<file path="src/rtl/rpi_fifo.sv">
// Small register queue used between the pipeline parts and at the result side.
module rpi_fifo #(
	parameter int WIDTH = 1,
	parameter int DEPTH = 2
) (
	input  logic             clk,
	input  logic             arst_n,
	input  logic             wr,
	input  logic [WIDTH-1:0] wdata,
	input  logic             rd,
	output logic [WIDTH-1:0] rdata,
	output logic             full,
	output logic             empty
);
	localparam int PW = (DEPTH > 1) ? $clog2(DEPTH) : 1;
	localparam int CW = $clog2(DEPTH + 1);

	logic [WIDTH-1:0] mem_q [DEPTH];
	logic [PW-1:0]    wptr_q;
	logic [PW-1:0]    rptr_q;
	logic [CW-1:0]    count_q;
	logic             do_wr;
	logic             do_rd;

	assign full  = (count_q == CW'(DEPTH));
	assign empty = (count_q == '0);
	assign do_wr = wr && !full;
	assign do_rd = rd && !empty;
	assign rdata = mem_q[rptr_q];

	// advance pointers and occupancy
	always_ff @(posedge clk or negedge arst_n) begin
		if (!arst_n) begin
			wptr_q  <= '0;
			rptr_q  <= '0;
			count_q <= '0;
		end else begin
			if (do_wr) begin
				wptr_q <= (wptr_q == PW'(DEPTH - 1)) ? '0 : wptr_q + 1'b1;
			end
			if (do_rd) begin
				rptr_q <= (rptr_q == PW'(DEPTH - 1)) ? '0 : rptr_q + 1'b1;
			end
			if (do_wr && !do_rd) begin
				count_q <= count_q + 1'b1;
			end else if (do_rd && !do_wr) begin
				count_q <= count_q - 1'b1;
			end
		end
	end

	// store entry
	always_ff @(posedge clk) begin
		if (do_wr) begin
			mem_q[wptr_q] <= wdata;
		end
	end

endmodule

</file>
<file path="config.mk">
export PLATFORM = sky130hd
export DESIGN_NAME = rpi_fifo
export DESIGN_NICKNAME = d
export VERILOG_FILES = /design/src/rtl/rpi_fifo.sv
export SDC_FILE = /design/constraint.sdc
export NUM_CORES = 1
export LEC_CHECK = 0
export ABC_AREA = 1
export BUFFER_PORTS_ARGS = -buffer_cell sky130_fd_sc_hd__buf_4
export CORE_AREA = 2 2 39 41
export DETAILED_ROUTE_END_ITERATION = 6
export DIE_AREA = 0 0 41 43
export PLACE_DENSITY = 0.42
export SLEW_MARGIN = 10
export SYNTH_ARGS = -nofsm -noshare
export SYNTH_HDL_FRONTEND = slang
export SYNTH_SLANG_ARGS = --single-unit
</file>
<file path="constraint.sdc">
create_clock -name clk -period 1.8 [get_ports clk]
set_input_delay 0 -clock clk [delete_from_list [all_inputs] [get_ports clk]]
set_output_delay 0 -clock clk [all_outputs]
set_load 0.005 [all_outputs]
</file>
; ---- After elaboration in Yosys (flattened, before gate mapping)
; Memories as Yosys holds them, arrays and structs flattened.
; Cells that the tools add are included.
[word_totals]
output_inout_bits = 3
mem_count = 1
in_bits = 5
ramBits = 2
reg_bits = 4
[mem_list]
columns = memory, depth, width, rd, rd_ports_with_merged_regs, wr, line_no
row1 = mem_q, 2, 1, 1, 0, 1, 18  ; logic [WIDTH-1:0] mem_q [DEPTH];
[op_classes]
n_mux = 6
n_eq_ne = 1
n_addsub = 4
n_reduce_logical = 10
[ops]
columns = operator, count
row1 = 1-bit logical AND, 4
row2 = 1-bit logical NOT, 4
row3 = 1-bit two-way mux, 4
row4 = 2-bit two-way mux, 2
row5 = 1-bit adder (second input constant), 2
row6 = 2-bit by 1-bit adder with 2-bit output (second input constant), 1
row7 = 2-bit == test (second input constant), 1
row8 = 2-bit logical NOT, 1
row9 = 2-bit nonzero test, 1
row10 = 2-bit by 1-bit subtractor with 2-bit output (second input constant), 1

; ---- Depth between registers and ports, before layout
; Gate-level depths: netlist of the first run.
[logic_depth]
ltp_word = 7
depth_mapped = 9

; ---- Worst setup path before layout of the first run
; OpenSTA, ideal clock, no wires.
[synth_path]
kind = reg2reg
start = reg count_q[0]
end = reg count_q[1]
synth_period_minus_slack_ps = 1267
arrival_time_ps = 1150
setup_slack_ps = 533
stages_incl_launch_ff = 8
n_path_buf = 0
setup_ps = 117
path_cell_list = dfrtp_1 nor2_2 nor2_2 ha_1 inv_1 nand3_1 nand2_1 nand2_1
[synth_via]
elab_chain_cells = 6
[synth_lines]
columns = element, line_no
row1 = "start, declared", 21  ; logic [CW-1:0] count_q;
row2 = "start signal, assigned", 45  ; count_q <= count_q + 1'b1;
row3 = "start signal, assigned", 47  ; count_q <= count_q - 1'b1;
row4 = 2-bit == test *, 25  ; assign full = (count_q == CW'(DEPTH));
row5 = via full, 12  ; output logic full,
row6 = 1-bit logical NOT *, 27  ; assign do_wr = wr && !full;
row7 = 1-bit logical AND *, 27
row8 = 1-bit logical NOT, 46  ; end else if (do_rd && !do_wr) begin
row9 = 1-bit logical AND, 46
row10 = 2-bit nonzero test (no source line), --
; The timed path passes the listed nets; every way through them passes the cells marked *. The select of a mux whose other input is x is not followed.
; A chain may end at the register's enable or synchronous reset.

; ---- Worst setup path in the final report of the first run
[layout_path]
start = reg count_q[0]
end = reg count_q[1]
[layout_via]
elab_chain_cells = 6
[layout_lines]
columns = element, line_no
row1 = 2-bit == test or 2-bit logical NOT (tied branches), "25, 26"
row2 = 1-bit logical NOT (on tied branches), "27, 28"
row3 = 1-bit logical AND (on tied branches), "27, 28"
row4 = 1-bit logical NOT (on tied branches), "46, 44"
row5 = 1-bit logical AND (on tied branches), "46, 44"
row6 = 2-bit nonzero test (no source line) or 2-bit two-way mux (tied branches), --
; Parallel ways exist; a longest one is shown, timed or not. The select of a mux whose other input is x is not followed.

==> results of run 1 <==
[state kept, by name (all words and copies together), names as in the netlist]
name     cells
count_q      2
mem_q        2
rptr_q       1
wptr_q       1
[cells by family after synthesis]
group,count (synthesis),synth area share
buffers and inverters,8,0.0984
DFF,6,0.525
adders and majority gates,1,0.0410
xor gates and xnor gates,1,0.0287
AOI/OAI and AO/OA,2,0.0328
and+or+nand+nor,19,0.275
[placed cells by master, fill, tap and decap left out]
cell	instances
o21ai_0	2
nand3b_1	1
dfrtp_1	4
inv_1	8
nor2_2	2
nor2_1	2
clkbuf_4	3
buf_4	7
edfxtp_1	2
dlygate4sd3_1	3
nand3_1	1
nand2_1	12
ha_1	1
xnor2_1	1
nand4_1	1
[path summary, 6_finish.rpt]
kind | slack, ns | from | cells after the start | to
max | 0.38 | count_q[0] | 6 | count_q[1]
min | 0.09 | arst_n | 2 | count_q[0]
max reg2reg | 0.38 | count_q[0] | 6 | count_q[1]
min reg2reg | 0.48 | wptr_q | 2 | wptr_q
max in group asynchronous | 1.60 | arst_n | 2 | rptr_q
min in group clk | 0.10 | wr | 4 | wptr_q
[timing repair]
action,in CTS,in global routing
hold buffers,3,0
hold endpoints to repair,7,0
buffers inserted,0,0
setup endpoints to repair,0,0
[cell type report]
class	instances	area (µm²)
clock buffers	3	22.5
inverters	8	30.0
fillers	151	953
flip-flops and latches	6	160
repair buffers	10	82.6
multi-input cells	23	115
well taps	16	20.0
[per-layer routing]
| metal | vias up | share of wire | GRT usage |
|---|---|---|---|
| met5 | - | 0 | 0 |
| met2 | 7 | 0.43 | 0.103 |
| li1 | 140 | - | - |
| met1 | 106 | 0.50 | 0.0957 |
| met3 | 2 | 0.039 | 0.0314 |
| met4 | 0 | 0.034 | 0.0800 |
[power groups by stage]
stage	Clock, mW	Sequential [mW]	Combinational, mW
after floorplan	0	0.242	0.187
after global placement	0	0.250	0.279
after detailed placement	0	0.252	0.277
after CTS	0.131	0.251	0.285
after global routing	0.137	0.262	0.325
final	0.122	0.250	0.279
==> results.py, run 1 <==
metrics = {
    "synthesis": {
        "synth_commonest_cells": "nand2_1 (12), inv_1 (8), dfrtp_1 (4)",
        "yosys.area.top_type": "dfrtp_1",
        "yosysSeqAreaShare": 0.525,
        "syn_avg_cell_area_um2": 8.25,
        "synthTopCellsByArea": "dfrtp_1 (33%), edfxtp_1 (20%), nand2_1 (15%), inv_1 (9.8%), ha_1 (4.1%)",
        "synth_top_area_frac": 0.328,
        "synth-edff-count": 2,
        "synth.distinct_cells": 12,
        "async_flop_share": 0.667,
        "synth.most_common_cell": "nand2_1",
        "syn-cell-area_um2": 305,
        "yosysWarnings": 0,
        "syn_inst": 37,
        "synthFlopType": "dfrtp_1",
        "syn-num-nets": 43,
        "ys_ff_latch": 6,
    },
    "clock_tree": {
        "clkLatencyLatePin_ns": 0.24,
        "root_buffer": "clkbuf_4",
        "cts_max_level": 1,
        "clockBufferDepth": 2,
        "cts_tree": "yes",
        "path_clk_slew_ns": 0.05,
        "cts_buffers": 3,
        "clkSinkCount": 6,
        "cts.repair.resized": 0,
    },
    "die": {
        "core_um2": 1380,
        "initial_utilization": 0.221,
        "die_height_um": 43,
        "dieArea_um2": 1760,
        "ios": 8,
        "rows": 14,
        "die_w_um": 41,
    },
    "final_layout": {
        "final_core_util": 0.311,
        "layout.cells.non_filler": 66,
        "fin_nets": 58,
        "antenna_cells": 0,
        "final_area_um2": 430,
        "synthToLayoutAreaGrowth_pct": 41.0,
        "drive_gt1_frac": 0.240,
    },
    "worst_setup_path": {
        "cp-start-kind": "flop",
        "crit_top_cell": "nand2_1",
        "crit_type": "reg2reg",
        "worstPathCellList": "o21ai_0 -> ha_1 -> inv_1 -> nand3_1 -> nand2_1 -> nand2_1",
        "critPathCaptureType": "flop",
        "max_stage_delay_ns": 0.44,
        "required_ns": 1.93,
        "cpLargestDelayFamily": "flip-flops",
        "cp_data_arrival_time_ns": 1.55,
        "crit_buf_inv": 1,
        "slowest_stage": "dfrtp_1",
        "path_max_fanout": 7,
    },
    "route": {
        "drc": 0,
        "vias": 255,
        "ant_nets": 0,
        "firstDrtPassIters": 2,
        "wl_per_cell_um": 8.47,
        "via_per_inst": 3.86,
        "routed_wl_um": 559,
        "drtIter0Drc": 2,
    },
    "timing": {
        "hold_viol": 0,
        "tightestPinTransition_ns": 0.294,
        "fin_crit_sh": 0.789,
        "slew_headroom": 0.802,
        "setup_tns_ns": 0,
        "fin_ws_ns": 0.379,
        "fin_crit_ns": 1.42,
        "drv_slew": 0,
        "setup_viol": 0,
        "clock_skew_ns": 0.00389,
        "fmax_ghz": 0.704,
        "hold_ws_ns": 0.0912,
        "rsz0062_at_grt": "no",
    },
    "global_route": {
        "grt-ovfl-total": 0,
        "track_usage": 0.0810,
        "grt_pass1_vias": 237,
        "grt_pass1_wl_um": 876,
        "grt_start_max_net_pins": 8,
        "grt_antenna_before_repair": 0,
    },
    "pwr": {
        "p_per_area_nw_per_um2": 1510,
        "pwr-share-clk": 0.187,
        "p_total_mw": 0.651,
        "power_switching_share": 0.366,
        "p_sw_mw": 0.238,
        "ir_drop_uv": 456,
        "seqPwrFrac": 0.384,
        "power.leakage_nw": 0.229,
        "pwr-share-comb": 0.429,
        "power.internal_mw": 0.413,
    },
    "run_status": {
        "status": "finished clean",
    },
    "min_path": {
        "hold_path.class": "in2async",
    },
    "placement": {
        "dpl.cell_count": 60,
        "portBuffers": 7,
        "place_area_um2": 378,
        "gp_congestion": 0.759,
        "pre_cts_slack_ns": 0.366,
    },
    "run": {
        "drv_cap": 0,
    },
}
Note: power is estimated with default switching activity, not from simulation.
==> run 2: changes to the inputs <==
- ABC_AREA: 1 -> 0
- PLACE_DENSITY: 0.42 -> 0.4
- clock period: 1.8 -> 1.3 ns (I/O delays scaled with it)
==> run 2 against run 1 <==
Against the previous run: via count down 14%; hold slack got worse by 0.012 ns; sequential share of layout area down 3.2 points; combinational power is 100% higher; fmax grew 8.3%; synthesized cell count is 41% lower; critical endpoint unchanged; flip-flop and latch count unchanged; the flow now finishes with violations (negative setup slack); critical path type unchanged; first-iteration DRC count increased to 2.5 times the previous value; cell area grew 9.3%; synthesized area decreased by 12%.
==> results.py, run 2 <==
metrics = {
    "run_status": {
        "status": "finished, violations left",
        "violations": "negative setup slack",
    },
    "global_route": {
        "grt_pass1_vias": 248,
        "grt_antenna_before_repair": 0,
        "grt_pass1_wl_um": 952,
        "track_usage": 0.0880,
        "grt-ovfl-total": 0,
        "grt_start_max_net_pins": 5,
    },
    "synthesis": {
        "syn_inst": 22,
        "ys_ff_latch": 6,
        "synth.most_common_cell": "dfrtp_1",
        "yosysWarnings": 0,
        "syn_avg_cell_area_um2": 12.2,
        "async_flop_share": 0.667,
        "synth-edff-count": 2,
        "synth_top_area_frac": 0.374,
        "yosysSeqAreaShare": 0.598,
        "syn-num-nets": 28,
        "yosys.area.top_type": "dfrtp_1",
        "syn-cell-area_um2": 268,
        "synthTopCellsByArea": "dfrtp_1 (37%), edfxtp_1 (22%), xnor2_1 (9.8%), xor2_1 (6.5%), ha_1 (4.7%)",
        "synth.distinct_cells": 12,
        "synthFlopType": "dfrtp_1",
        "synth_commonest_cells": "dfrtp_1 (4), nor2_1 (3), xnor2_1 (3)",
    },
    "clock_tree": {
        "root_buffer": "clkbuf_4",
        "clkSinkCount": 6,
        "path_clk_slew_ns": 0.05,
        "cts_buffers": 3,
        "cts_max_level": 1,
        "clkLatencyLatePin_ns": 0.26,
        "cts_tree": "yes",
        "clockBufferDepth": 2,
    },
    "worst_setup_path": {
        "path_max_fanout": 3,
        "crit_type": "reg2reg",
        "max_stage_delay_ns": 0.41,
        "cp-start-kind": "flop",
        "crit_top_cell": "xor2_1",
        "cp_data_arrival_time_ns": 1.49,
        "worstPathCellList": "nand2b_4 -> nand2_4 -> inv_2 -> ha_4 -> xor2_1 -> nor2_1 -> xor2_1",
        "required_ns": 1.48,
        "slowest_stage": "dfrtp_1",
        "critPathCaptureType": "flop",
    },
    "timing": {
        "fin_ws_ns": -0.0114,
        "rsz0062_at_grt": "yes",
        "setup_viol": 1,
        "clock_skew_ns": 0.00276,
        "hold_ws_ns": 0.0790,
        "tightestPinTransition_ns": 0.208,
        "fin_crit_sh": 1.01,
        "hold_viol": 0,
        "fin_crit_ns": 1.31,
        "fmax_ghz": 0.763,
        "drv_slew": 0,
        "slew_headroom": 0.861,
    },
    "route": {
        "vias": 220,
        "via_per_inst": 3.79,
        "ant_nets": 0,
        "firstDrtPassIters": 3,
        "drc": 0,
        "routed_wl_um": 563,
        "wl_per_cell_um": 9.71,
        "drtIter0Drc": 5,
    },
    "final_layout": {
        "layout.cells.non_filler": 58,
        "drive_gt1_frac": 0.548,
        "synthToLayoutAreaGrowth_pct": 75.7,
        "top_regs": "count_q: 2 flops, mem_q: 2 flops",
        "layout_common_cells": "buf_4 (14), dfrtp_1 (4), nor2_1 (3), xnor2_1 (3), clkbuf_4 (3)",
        "fin_nets": 49,
        "antenna_cells": 0,
        "fillers": 140,
        "final_common_cell": "buf_4",
        "final_core_util": 0.340,
    },
    "die": {
        "die_w_um": 41,
        "core_um2": 1380,
        "die_height_um": 43,
        "ios": 8,
        "rows": 14,
        "initial_utilization": 0.193,
        "dieArea_um2": 1760,
    },
    "pwr": {
        "p_per_area_nw_per_um2": 2380,
        "power.leakage_nw": 0.225,
        "ir_drop_uv": 827,
        "p_total_mw": 1.12,
    },
    "min_path": {
        "hold_path.class": "in2async",
    },
    "placement": {
        "pre_cts_slack_ns": -0.0461,
        "portBuffers": 7,
        "gp_congestion": 0.728,
        "dpl.cell_count": 50,
    },
    "run": {
        "drv_cap": 0,
    },
}
## run 2: report_power, final
part	switching (mW)	total, mW	internal, mW
clock	0.0842	0.202	0.117
sequential	0.0711	0.355	0.284
combinational	0.207	0.561	0.354
total	0.362	1.12	0.755
## run 2: cell type report
type                       instances  area, µm²  share of cell area
timing repair buffer              16        125               0.266
sequential                         6        160               0.340
tap                               16       20.0              0.0426
inverter                           2       7.51              0.0160
clock buffer                       4       26.3              0.0559
multi-input combinational         14        131               0.279
## run 2: worst paths after layout
path	startpoint	to	slack, ns	depth (start not counted)
max in group asynchronous	arst_n	wptr_q	1.12	2
worst min register to register	rptr_q	rptr_q	0.50	1
min in group clk	wr	mem_q[1]	0.11	2
worst max-delay path	count_q[0]	count_q[1]	-0.01	7
worst max register to register	count_q[0]	count_q[1]	-0.01	7
worst min-delay path	arst_n	rptr_q	0.08	2
## run 2: cells by family after synthesis
kind of cell | Yosys count | synth area share
AND/OR/NAND/NOR | 6 | 0.103
flip-flops | 6 | 0.598
XOR/XNOR | 5 | 0.164
buffers and inverters | 2 | 0.0280
AO/OA/AOI/OAI | 1 | 0.0187
multiplexers | 1 | 0.0421
adder cells (fa/ha/maj) | 1 | 0.0467
## run 2: through the flow
stage / TNS (ns) / cell area (µm²)
finish: -0.0114 / 470
global route: -0.0801 / 470
floorplan: 0 / 285
detailed placement: -0.0461 / 395
global placement: 0 / 395
CTS: -0.0111 / 470
## run 2: repair_timing
| item | CTS | global route |
|---|---|---|
| pin swaps | 3 | 0 |
| hold buffers | 2 | 0 |
| setup endpoints to repair | 1 | 1 |
| setup buffers | 2 | 0 |
| gates resized for setup | 3 | 0 |
| hold endpoints to repair | 6 | 0 |
## run 2: per-layer routing
layer | global-route usage | vias up | share of wire
met1 | 0.0789 | 100 | 0.39
li1 | - | 111 | -
met5 | 0 | - | 0
met3 | 0.0314 | 4 | 0.052
met4 | 0.107 | 0 | 0.030
met2 | 0.128 | 5 | 0.52
## run 2: worst max-delay path: cells and delay by family, from the launching register on
family	cells	cell delay (ns)
xor+xnor	2	0.30
fa+ha+maj	1	0.14
buf+inv	1	0.04
flops	1	0.41
simple gates	3	0.36
==> run 3: changes to the inputs <==
- SETUP_SLACK_MARGIN: not set -> 0.02
- clock period: 1.3 -> 1.2 ns (I/O delays scaled with it)
==> run 3 against run 2 <==
Against the previous run: the run still ends with negative setup slack left; power is 4.1% higher; first-iteration DRC count shrank 100%; worst setup slack got worse by 0.087 ns; sequential share of layout area grew 0.55 points; clock skew increased by 0.0022 ns; critical path type unchanged; largest cell class unchanged; largest power group unchanged.
==> results.py, run 3 (same netlist as run 2, synthesis figures left out) <==
metrics = {
    "clock_tree": {
        "cts_buffers": 3,
        "clkSinkCount": 6,
        "path_clk_slew_ns": 0.05,
        "cts_setup_buffers": 0,
        "cts_tree": "yes",
        "cts_max_level": 1,
        "clockBufferDepth": 2,
        "clkLatencyLatePin_ns": 0.25,
        "root_buffer": "clkbuf_4",
    },
    "timing": {
        "fin_ws_ns": -0.0987,
        "rsz0062_at_grt": "yes",
        "fin_crit_sh": 1.08,
        "fmax_ghz": 0.770,
        "clock_skew_ns": 0.00495,
        "drv_slew": 0,
        "tightestPinTransition_ns": 0.197,
        "setup_tns_ns": -0.0987,
        "hold_viol": 0,
        "setup_viol": 1,
        "hold_ws_ns": 0.0878,
        "slew_headroom": 0.868,
        "fin_crit_ns": 1.30,
    },
    "final_layout": {
        "drive_gt1_frac": 0.537,
        "synthToLayoutAreaGrowth_pct": 72.9,
        "layout.cells.non_filler": 57,
        "final_common_cell": "buf_4",
        "layout_common_cells": "buf_4 (13), dfrtp_1 (4), nor2_1 (3), xnor2_1 (3), clkbuf_4 (3)",
        "top_regs": "count_q: 2 flops, mem_q: 2 flops",
        "antenna_cells": 0,
        "fin_nets": 48,
    },
    "route": {
        "drtIter0Drc": 0,
        "vias": 215,
        "wl_per_cell_um": 9.16,
        "routed_wl_um": 522,
        "via_per_inst": 3.77,
        "ant_nets": 0,
        "firstDrtPassIters": 1,
        "drc": 0,
    },
    "worst_setup_path": {
        "cp-start-kind": "flop",
        "worstPathCellList": "nand2b_4 -> nand2_4 -> inv_2 -> ha_4 -> xor2_1 -> nor2_1 -> xor2_1",
        "path_max_fanout": 4,
        "crit_buf_inv": 1,
        "crit_top_cell": "xor2_1",
        "slowest_stage": "dfrtp_1",
        "required_ns": 1.37,
        "cpLargestDelayFamily": "flip-flops",
        "r2r-end": "count_q[1]",
        "max_stage_delay_ns": 0.41,
        "critPathCaptureType": "flop",
        "cp_data_arrival_time_ns": 1.46,
        "r2r-start": "count_q[0]",
        "crit_type": "reg2reg",
        "r2r_cells": 7,
        "r2r_slack_ns": -0.1,
    },
    "run": {
        "drv_cap": 0,
    },
    "die": {
        "die_height_um": 43,
        "rows": 14,
        "initial_utilization": 0.193,
        "dieArea_um2": 1760,
        "ios": 8,
        "die_w_um": 41,
        "core_um2": 1380,
    },
    "run_status": {
        "violations": "negative setup slack",
        "status": "finished, violations left",
    },
    "global_route": {
        "grtUsageMet3": 0.0314,
        "grt-ovfl-total": 0,
        "grtUsageMet1": 0.0787,
        "grt_start_max_net_pins": 5,
        "grt_pass1_vias": 218,
        "track_usage": 0.0778,
        "grt.busiest_layer": "met2",
        "grt_pass1_wl_um": 841,
        "use_met2": 0.109,
        "grt_antenna_before_repair": 0,
    },
    "pwr": {
        "power.internal_mw": 0.794,
        "p_per_area_nw_per_um2": 2510,
        "p_sw_mw": 0.369,
        "seqPwrFrac": 0.333,
        "pwr-share-comb": 0.488,
        "pwr-share-clk": 0.179,
        "power_switching_share": 0.317,
        "p_total_mw": 1.16,
        "power.leakage_nw": 0.220,
        "ir_drop_uv": 1180,
    },
    "placement": {
        "dpl.cell_count": 51,
        "portBuffers": 7,
        "hpwl_um": 413,
        "gp_congestion": 0.752,
    },
    "min_path": {
        "hold_path.class": "in2async",
    },
}
-- run 3: how the worst max path moves through the flow --
stage                          start          to  slack, ns  cells past startpoint
after floorplan           count_q[0]  count_q[1]      -0.09                      7
after global placement    count_q[1]  count_q[1]      -0.08                      5
after detailed placement  count_q[1]  count_q[1]      -0.13                      5
after CTS                 count_q[1]  count_q[1]      -0.11                      5
after global routing      count_q[0]  count_q[1]      -0.15                      7
final                     count_q[0]  count_q[1]       -0.1                      7
-- run 3: timing repair --
action | CTS | global route
hold endpoints to repair | 6 | 0
hold buffers | 2 | 0
pin swaps | 2 | 1
gates resized for setup | 2 | 0
endpoints found under the setup margin | 2 | 2
-- run 3: routing by layer --
metal | vias up | wire, µm
met3 | 0 | 15
li1 | 109 | -
met2 | 3 | 261
met1 | 103 | 245
met4 | 0 | 0
met5 | - | 0
-- run 3: area by class of cell --
class	instances	area, µm²
clock buffers	4	26.3
multi-input cells	14	131
fillers	141	921
well taps	16	20.0
flip-flops and latches	6	160
repair buffers	15	118
inverters	2	7.51
-- run 3: power by group through the flow --
stage	Sequential (mW)	Combinational, mW	Clock [mW]
floorplan	0.383	0.279	0
global placement	0.380	0.529	0
detailed placement	0.385	0.544	0
CTS	0.389	0.578	0.214
global route	0.398	0.620	0.235
finish	0.388	0.568	0.208
-- run 3: stage by stage --
stage / util / cell area (µm²) / setup slack [ns]
2_1_floorplan: - / 285 / -0.0850
3_3_place_gp: 0.291 / 403 / -0.0772
3_5_place_dp: 0.291 / 403 / -0.129
4_1_cts: 0.335 / 463 / -0.109
5_1_grt: 0.335 / 463 / -0.150
6_report: 0.335 / 463 / -0.0987
